[src/csc_div.sv]
// Pipelined restoring divider: truncated quotient saturated to 0..255.
`timescale 1ns / 1ps

module csc_div #(
    parameter int NW = 40,
    parameter int DW = 32
) (
    input  logic                 i_clk,
    input  logic                 i_en,
    input  logic signed [NW-1:0] i_num,
    input  logic [DW-1:0]        i_den,
    output logic [7:0]           o_q
);

    localparam int CW = (NW > DW + 8) ? NW : DW + 8;

    logic [CW-1:0] r_rem  [0:7];
    logic [DW-1:0] r_den  [0:7];
    logic [7:0]    r_q    [0:8];
    logic          r_zero [0:8];
    logic          r_sat  [0:8];

    logic [CW-1:0] w_num_u;
    logic [CW-1:0] w_den_sh;

    assign w_num_u  = CW'(i_num[NW-2:0]);
    assign w_den_sh = CW'(i_den) << 8;

    always_ff @(posedge i_clk) begin
        if (i_en) begin
            r_zero[0] <= i_num[NW-1] || (i_num == '0);
            r_sat[0]  <= w_num_u >= w_den_sh;
            r_rem[0]  <= w_num_u;
            r_den[0]  <= i_den;
            r_q[0]    <= '0;
        end
    end

    for (genvar g = 1; g <= 8; g++) begin : g_step
        logic [CW-1:0] w_trial;
        logic          w_fit;

        assign w_trial = CW'(r_den[g-1]) << (8 - g);
        assign w_fit   = r_rem[g-1] >= w_trial;

        always_ff @(posedge i_clk) begin
            if (i_en) begin
                r_q[g]    <= {r_q[g-1][6:0], w_fit};
                r_zero[g] <= r_zero[g-1];
                r_sat[g]  <= r_sat[g-1];
            end
        end

        if (g < 8) begin : g_fwd
            always_ff @(posedge i_clk) begin
                if (i_en) begin
                    r_rem[g] <= w_fit ? (r_rem[g-1] - w_trial) : r_rem[g-1];
                    r_den[g] <= r_den[g-1];
                end
            end
        end
    end

    assign o_q = r_zero[8] ? 8'd0 : (r_sat[8] ? 8'hFF : r_q[8]);

endmodule

[config.mk]
export PLATFORM = sky130hd
export DESIGN_NAME = csc_div
export DESIGN_NICKNAME = d
export VERILOG_FILES = /design/src/csc_div.sv
export SDC_FILE = /design/constraint.sdc
export NUM_CORES = 1
export LEC_CHECK = 0
export BUFFER_PORTS_ARGS = -buffer_cell sky130_fd_sc_hd__buf_2
export CAP_MARGIN = 20
export CORE_MARGIN = 2
export CORE_UTILIZATION = 35
export DETAILED_ROUTE_END_ITERATION = 10
export SLEW_MARGIN = 5
export SYNTH_ARGS = -nofsm -noshare
export SYNTH_HDL_FRONTEND = slang
export SYNTH_SLANG_ARGS = --single-unit
[constraint.sdc]
create_clock -name i_clk -period 2.9 [get_ports i_clk]
set_input_delay 0 -clock i_clk [delete_from_list [all_inputs] [get_ports i_clk]]
set_output_delay 0 -clock i_clk [all_outputs]
set_load 0.01 [all_outputs]
==> results.ini, run 1 <==
[route]
avgViaCountPerCell=4.85
drtAntennaViolNets=0
drt-wirelength-per-cell_um=15.6
postRouteWirelength_um=92400
first_drt_iteration_drcs=1435
route.vias.total=28696
drt_pre_antenna_iters=7
drc=0

[synth]
muxShareOfSynthArea_pct=2.30
yosys.area_share.xor_xnor_pct=5.12
net_count_after_synthesis=3766
yosys.cell_types.count=92
ys_seq_elements=629
synth.avg_cell_area_um2=10.8
netlist_area_um2=36800
synth_edf_count=629
dominant_combinational_cell_family_by_area_after_synthesis=compound AO/OA/AOI/OAI gates
ys_seq_area_share_pct=51.4
synth_async_sr_flop_share_pct=0
yosysWarnings=0
synth-simple-area-share_pct=10.8
ys_dominant_reg_cell=sky130_fd_sc_hd__edfxtp_1
post_synth_inst_count=3398
synth-compound-area-share_pct=15.5
post_synthesis_adder_cell_area_fraction_pct=10.1

[power_and_ir_drop]
switching_share_pct=34.2
share_clk_of_total_power_pct=20.4
power.combinational.fraction_pct=49.5
worst_ir_drop_vdd_mv=0.586
p_per_area_nw_per_um2=884
intPower_uw=30600
power.static_leakage_uw=0.0222
switching_power_uw=15900
share_seq_of_total_power_pct=30.1

[floorplanning]
core_area_um2=104000
initial_core_util_pct=35.4
row_count=118
die-height_um=328
ios=82
design.die.area_um2=108000
die_x_um=328

[finish]
layout.area.seq_um2=18900
antenna-diode-count=0
layout_common_cells=846 x sky130_fd_sc_hd__buf_4, 629 x sky130_fd_sc_hd__edfxtp_1, 324 x sky130_fd_sc_hd__inv_1
fraction_of_layout_instances_using_a_drive_strength_above_1_pct=37.0
area_growth_syn_to_layout_pct=43.0
leading_cell_type_in_the_layout_fill_and_taps_excluded=sky130_fd_sc_hd__buf_4
filler_cell_count=9147
final-instance-count-excl-fill=5911
num-nets-final=4843
multiInputGateArea_um2=18800
final_core_util_pct=50.6

[timing]
post-route-worst-setup-slack_ns=-0.296
layout_min_cycle_time_ns=3.20
grt_setup_unrepaired=true
finalSetupViolations=190
slew_violations=0
achievable-frequency_mhz=313
finalClockSkew_ns=0.0263
timing.max_slew.rel_slack_pct=57.6
post-route-period-util_pct=110
max_slew.worst_pin.slew_ns=0.636
holdWs_ns=0.0989
report.final.hold_viol_count=0

[status]
failed_checks=negative setup slack
run_status=complete, but fails checks

[cts]
clkTransAtPathRegs_ns=0.06
sinks_on_the_clock_net=629
h-tree-depth=3
clock_insertion_delay_worst_skew_ns=0.63
numCtsBuffers=72
clock-root-buffer=sky130_fd_sc_hd__clkbuf_16
clock_path_buffers=3
tritoncts=built

[min_path]
holdPathEnd=r_rem[0][5]$_DFFE_PP_
whs_path_depth=2
holdCritStartpoint=i_num[5]
worst_hold_path_type=primary input to flip-flop

[worst_setup_path]
worst_setup_path_start_kind=flip-flop
worstPathMaxFanout=5
r2r_end=r_rem[0][114]$_DFFE_PP_
crit_arrival_ns=3.56
critPathCaptureType=flip-flop
cp_data_required_time_ns=3.27
ff2ff_setup_slack_ns=-0.30
rr_startpoint=r_den[0][32]$_DFFE_PP_
r2r_cells=12
critPathKind=flip-flop to flip-flop

[global_routing]
grt_pass1_vias=28885
grt_overflow_total=0
maximum_number_of_pins_on_one_net_before_global_route_repair=76
grt_antenna_before_repair=0
grt_usage_pct=16.6
grt_pass1_wl_um=145000

[placed_design]
port-buffer-count=81
numPlacedInstances=5552
placement.setup.worst_slack_ns=-0.554
gp_congestion=0.908
place.detailed.hpwl_um=67200

[flow_run]
cap_violations=0

kinds of logic (layout without fill, tap and decap cells):
family,count (synthesis),in the layout
buffers and inverters,453,1586
multiplexers,73,73
flip-flops,629,629
AO/OA/AOI/OAI,919,919
adder cells (fa/ha/maj),294,294
XOR/XNOR,215,215
AND/OR/NAND/NOR,815,815
layout make-up:
class	count	area share, %
flip-flops and latches	629	35.9
multi-input cells	2316	35.8
repair buffers	1114	17.8
clock buffers	90	3.80
well taps	1380	3.28
inverters	342	2.46
clock inverters	40	0.954
critical path, stage by stage (launching register included):
cell and delay (ns):
sky130_fd_sc_hd__edfxtp_1 0.40, sky130_fd_sc_hd__ha_2 0.21, sky130_fd_sc_hd__inv_2 0.05, sky130_fd_sc_hd__fa_2 0.19, sky130_fd_sc_hd__a21o_1 0.18, sky130_fd_sc_hd__a221oi_4 0.09
sky130_fd_sc_hd__a2bb2oi_2 0.18, sky130_fd_sc_hd__a311o_1 0.37, sky130_fd_sc_hd__and3_4 0.21, sky130_fd_sc_hd__o41ai_4 0.39, sky130_fd_sc_hd__clkbuf_16 0.23, sky130_fd_sc_hd__buf_12 0.11
sky130_fd_sc_hd__mux2_2 0.34
power groups by stage:
stage / Combinational [uW] / Clock [uW] / Sequential, uW
after detailed placement: 19100 / 0 / 14100
final: 23000 / 9480 / 14000
after CTS: 20800 / 9730 / 13900
after floorplan: 11300 / 0 / 13600
after global routing: 25200 / 10100 / 14200
after global placement: 18900 / 0 / 14000
how the worst max path moves through the flow:
stage / startpoint / to / slack, ns / depth (start not counted)
6_report: r_den[0][32]$_DFFE_PP_ / r_rem[0][114]$_DFFE_PP_ / -0.30 / 12
5_1_grt: r_den[0][38]$_DFFE_PP_ / r_rem[0][119]$_DFFE_PP_ / -0.37 / 13
4_1_cts: r_rem[0][46]$_DFFE_PP_ / r_rem[0][116]$_DFFE_PP_ / -0.22 / 14
3_5_place_dp: r_den[1][14]$_DFFE_PP_ / r_rem[0][154]$_DFFE_PP_ / -0.55 / 11
3_3_place_gp: r_den[1][14]$_DFFE_PP_ / r_rem[0][154]$_DFFE_PP_ / -0.58 / 11
2_1_floorplan: r_den[1][4]$_DFFE_PP_ / r_rem[0][130]$_DFFE_PP_ / -0.01 / 12
flip-flops by register name, summed over array words and instances (netlist names):
register  cells
r_den       256
r_q          36
r_rem       319
r_sat         9
r_zero        9
through the flow:
step / TNS, ns / power (uW) / instance area [um2]
3_3_place_gp: -55.24 / 32900 / 44800
3_5_place_dp: -60.90 / 33100 / 44800
6_report: -21.14 / 46500 / 52600
4_1_cts: -25.38 / 44500 / 50300
2_1_floorplan: -0.0395 / 24900 / 36900
5_1_grt: -41.34 / 49500 / 52600
per-layer routing:
metal	track usage, %	wire length (um)	vias to the layer above
met5	0	0	-
met4	6.32	4070	0
met3	2.31	2810	211
met2	28.7	44500	530
met1	21.2	41000	13304
li1	-	-	14651
cells in the mapped netlist (all sizes together) (6+ instances only):
master,n,share of area (%)
and4,12,0.29
o31a,9,0.21
and2,14,0.24
mux2,70,2.2
inv,342,3.5
or3,7,0.12
nor4b,8,0.21
a311oi,10,0.24
nand3,61,0.83
nand2b,24,0.41
or4,6,0.12
nor4,29,0.51
xnor2,117,2.8
ha,287,9.8
nor2,224,2.3
nor2b,39,0.66
o21ai,229,3.1
nand2,242,2.5
a21oi,328,4.5
nor3,34,0.49
a21o,105,2.1
a31oi,18,0.31
fa,7,0.38
clkbuf,79,0.82
xor2,98,2.3
a21boi,9,0.18
and3,24,0.41
a211o,10,0.24
o2111ai,10,0.24
a31o,8,0.19
o21a,31,0.63
o31ai,12,0.24
a211oi,27,0.56
nand3b,8,0.16
buf,32,0.50
o211ai,19,0.39
a221oi,13,0.34
nand4,53,0.90
nand4b,10,0.24
o21bai,28,0.57
edfxtp,629,51
repair_timing:
action	4_1_cts	5_1_grt
hold buffers	73	0
endpoints found under the hold margin	122	0
pin swaps	118	154
setup buffers	81	70
gates cloned	13	12
resized for setup	373	409
setup endpoints to repair	248	259
(Power assumes the default switching activity.)
==> run 2, diff against run 1 <==
--- a/config.mk
+++ b/config.mk
@@ -9,7 +9,9 @@
 export CAP_MARGIN = 20
 export CORE_MARGIN = 2
 export CORE_UTILIZATION = 35
+export CTS_CLUSTER_SIZE = 40
 export DETAILED_ROUTE_END_ITERATION = 10
+export RECOVER_POWER = 50
 export SLEW_MARGIN = 5
 export SYNTH_ARGS = -nofsm -noshare
 export SYNTH_HDL_FRONTEND = slang
==> results.ini, run 2 (synthesis gave the netlist of run 1 again) <==
[status]
run_status=complete, but fails checks
failed_checks=max-capacitance violations, max-slew violations, negative setup slack

[route]
postRouteWirelength_um=92200  ; -0.19%
route.vias.total=28721  ; +0.087%
drt-wirelength-per-cell_um=15.6  ; -0.19%
drc=0  ; unchanged
drtAntennaViolNets=0  ; unchanged
drt_pre_antenna_iters=8  ; +1
avgViaCountPerCell=4.86  ; about the same
first_drt_iteration_drcs=1482  ; +3.3%

[global_routing]
grt_pass1_vias=28885  ; unchanged
grt_antenna_before_repair=0  ; unchanged
grt_pass1_wl_um=145000  ; unchanged
grt_overflow_total=0  ; unchanged
maximum_number_of_pins_on_one_net_before_global_route_repair=76  ; unchanged
grt_usage_pct=16.6  ; unchanged

[cts]
h-tree-depth=3  ; unchanged
clock_path_buffers=3  ; unchanged
clock_insertion_delay_worst_skew_ns=0.63  ; about the same
numCtsBuffers=72  ; unchanged
clock-root-buffer=sky130_fd_sc_hd__clkbuf_16
tritoncts=built
sinks_on_the_clock_net=629  ; unchanged
clkTransAtPathRegs_ns=0.06  ; about the same

[min_path]
holdPathEnd=r_den[0][12]$_DFFE_PP_
holdCritStartpoint=i_den[12]
worst_hold_path_type=primary input to flip-flop
whs_path_depth=2  ; unchanged

[timing]
grt_setup_unrepaired=true
achievable-frequency_mhz=313  ; about the same
finalSetupViolations=189  ; -0.53%
timing.max_slew.rel_slack_pct=-39.1  ; -97 points
post-route-period-util_pct=110  ; about the same
slew_violations=58  ; +58
post-route-worst-setup-slack_ns=-0.296  ; -0.000144 ns
report.final.hold_viol_count=0  ; unchanged
max_slew.worst_pin.slew_ns=2.09  ; +1.45 ns
finalClockSkew_ns=0.0267  ; +0.000365 ns
layout_min_cycle_time_ns=3.20  ; +0.000144 ns

[finish]
max_flop_register=r_rem
leading_cell_type_in_the_layout_fill_and_taps_excluded=sky130_fd_sc_hd__buf_4
num-nets-final=4843  ; unchanged
filler_cell_count=9210  ; +0.69%
reg_top3=r_rem: 319 flops, r_den: 256 flops, r_q: 36 flops
final_core_util_pct=50.5  ; -0.14 points
largest_register_ff_count=319  ; unchanged
area_growth_syn_to_layout_pct=42.6
fraction_of_layout_instances_using_a_drive_strength_above_1_pct=35.2  ; -1.8 points
layout_common_cells=707 x sky130_fd_sc_hd__buf_4, 629 x sky130_fd_sc_hd__edfxtp_1, 324 x sky130_fd_sc_hd__inv_1
antenna-diode-count=0  ; unchanged

[placed_design]
placement.setup.worst_slack_ns=-0.554  ; unchanged
port-buffer-count=81  ; unchanged
gp_congestion=0.908  ; unchanged
place.detailed.hpwl_um=67200  ; unchanged

[worst_setup_path]
crit_arrival_ns=3.56  ; about the same
r2r_end=r_rem[0][114]$_DFFE_PP_
worstPathMaxFanout=5  ; unchanged
r2r_cells=12  ; unchanged
critPathCaptureType=flip-flop
critPathKind=flip-flop to flip-flop
worst_setup_path_start_kind=flip-flop
cp_data_required_time_ns=3.27  ; about the same
rr_startpoint=r_den[0][32]$_DFFE_PP_
ff2ff_setup_slack_ns=-0.30  ; about the same

[power_and_ir_drop]
power.static_leakage_uw=0.0219  ; -1.2%
worst_ir_drop_vdd_mv=0.583  ; -0.43%
p_per_area_nw_per_um2=886  ; +0.16%

[flow_run]
cap_violations=1  ; +1

[floorplanning]
initial_core_util_pct=35.4  ; unchanged
ios=82  ; unchanged
core_area_um2=104000  ; unchanged
die-height_um=328  ; unchanged
row_count=118  ; unchanged
design.die.area_um2=108000  ; unchanged
die_x_um=328  ; unchanged

[run 2: cell type report]
cell class / count / area, um2 / share of cell area, %
inverters: 342 / 1290 / 2.47
clock inverters: 40 / 502 / 0.957
repair buffers: 1114 / 9220 / 17.6
multi-input cells: 2316 / 18800 / 35.9
well taps: 1380 / 1730 / 3.29
flip-flops and latches: 629 / 18900 / 36.0
clock buffers: 90 / 2000 / 3.81
[run 2: timing repair]
item,4_1_cts,5_1_grt
gates resized for setup,373,409
gates cloned,13,12
buffers inserted,81,70
endpoints found under the setup margin,248,259
pin swaps,118,154
hold endpoints to repair,122,0
hold buffers,73,0
[run 2: report_power, final]
group	switching (uW)	internal (uW)	leakage, uW	total, uW
sequential	1220	12800	0.00612	14000
combinational	11000	11900	0.0146	23000
clock	3610	5870	0.00120	9470
[run 2: worst max-delay path by stage]
stage                                 startpoint                       to
after floorplan            r_den[1][4]$_DFFE_PP_  r_rem[0][130]$_DFFE_PP_
after global placement    r_den[1][14]$_DFFE_PP_  r_rem[0][154]$_DFFE_PP_
after detailed placement  r_den[1][14]$_DFFE_PP_  r_rem[0][154]$_DFFE_PP_
after CTS                 r_rem[0][46]$_DFFE_PP_  r_rem[0][116]$_DFFE_PP_
after global routing      r_den[0][38]$_DFFE_PP_  r_rem[0][119]$_DFFE_PP_
final                     r_den[0][32]$_DFFE_PP_  r_rem[0][114]$_DFFE_PP_
[run 2: layer usage]
layer / up-vias / wire, um / track usage, %
met5: - / 0 / 0
met4: 0 / 4130 / 6.32
met3: 224 / 2740 / 2.31
met2: 524 / 44500 / 28.7
met1: 13321 / 40800 / 21.2
li1: 14652 / - / -
[run 2: through the flow]
| stage | setup TNS, ns | cells | instance area (um2) | total power (uW) | hold WS (ns) |
|---|---|---|---|---|---|
| global placement | -55.24 | 5552 | 44800 | 32900 | 0.192 |
| CTS | -25.38 | 5845 | 50300 | 44500 | 0.0497 |
| global route | -41.10 | 5911 | 52400 | 49400 | 0.0782 |
| finish | -21.14 | 5911 | 52400 | 46500 | 0.116 |
| floorplan | -0.0395 | 3398 | 36900 | 24900 | 0.0989 |
| detailed placement | -60.90 | 5552 | 44800 | 33100 | 0.193 |
[run 2: critical path, stage by stage (launching register included)]
cell and delay (ns):
sky130_fd_sc_hd__edfxtp_1 0.40, sky130_fd_sc_hd__ha_2 0.21, sky130_fd_sc_hd__inv_2 0.05, sky130_fd_sc_hd__fa_2 0.19, sky130_fd_sc_hd__a21o_1 0.18, sky130_fd_sc_hd__a221oi_4 0.09, sky130_fd_sc_hd__a2bb2oi_2 0.18, sky130_fd_sc_hd__a311o_1 0.37
sky130_fd_sc_hd__and3_4 0.21, sky130_fd_sc_hd__o41ai_4 0.39, sky130_fd_sc_hd__clkbuf_16 0.23, sky130_fd_sc_hd__buf_12 0.11, sky130_fd_sc_hd__mux2_2 0.34
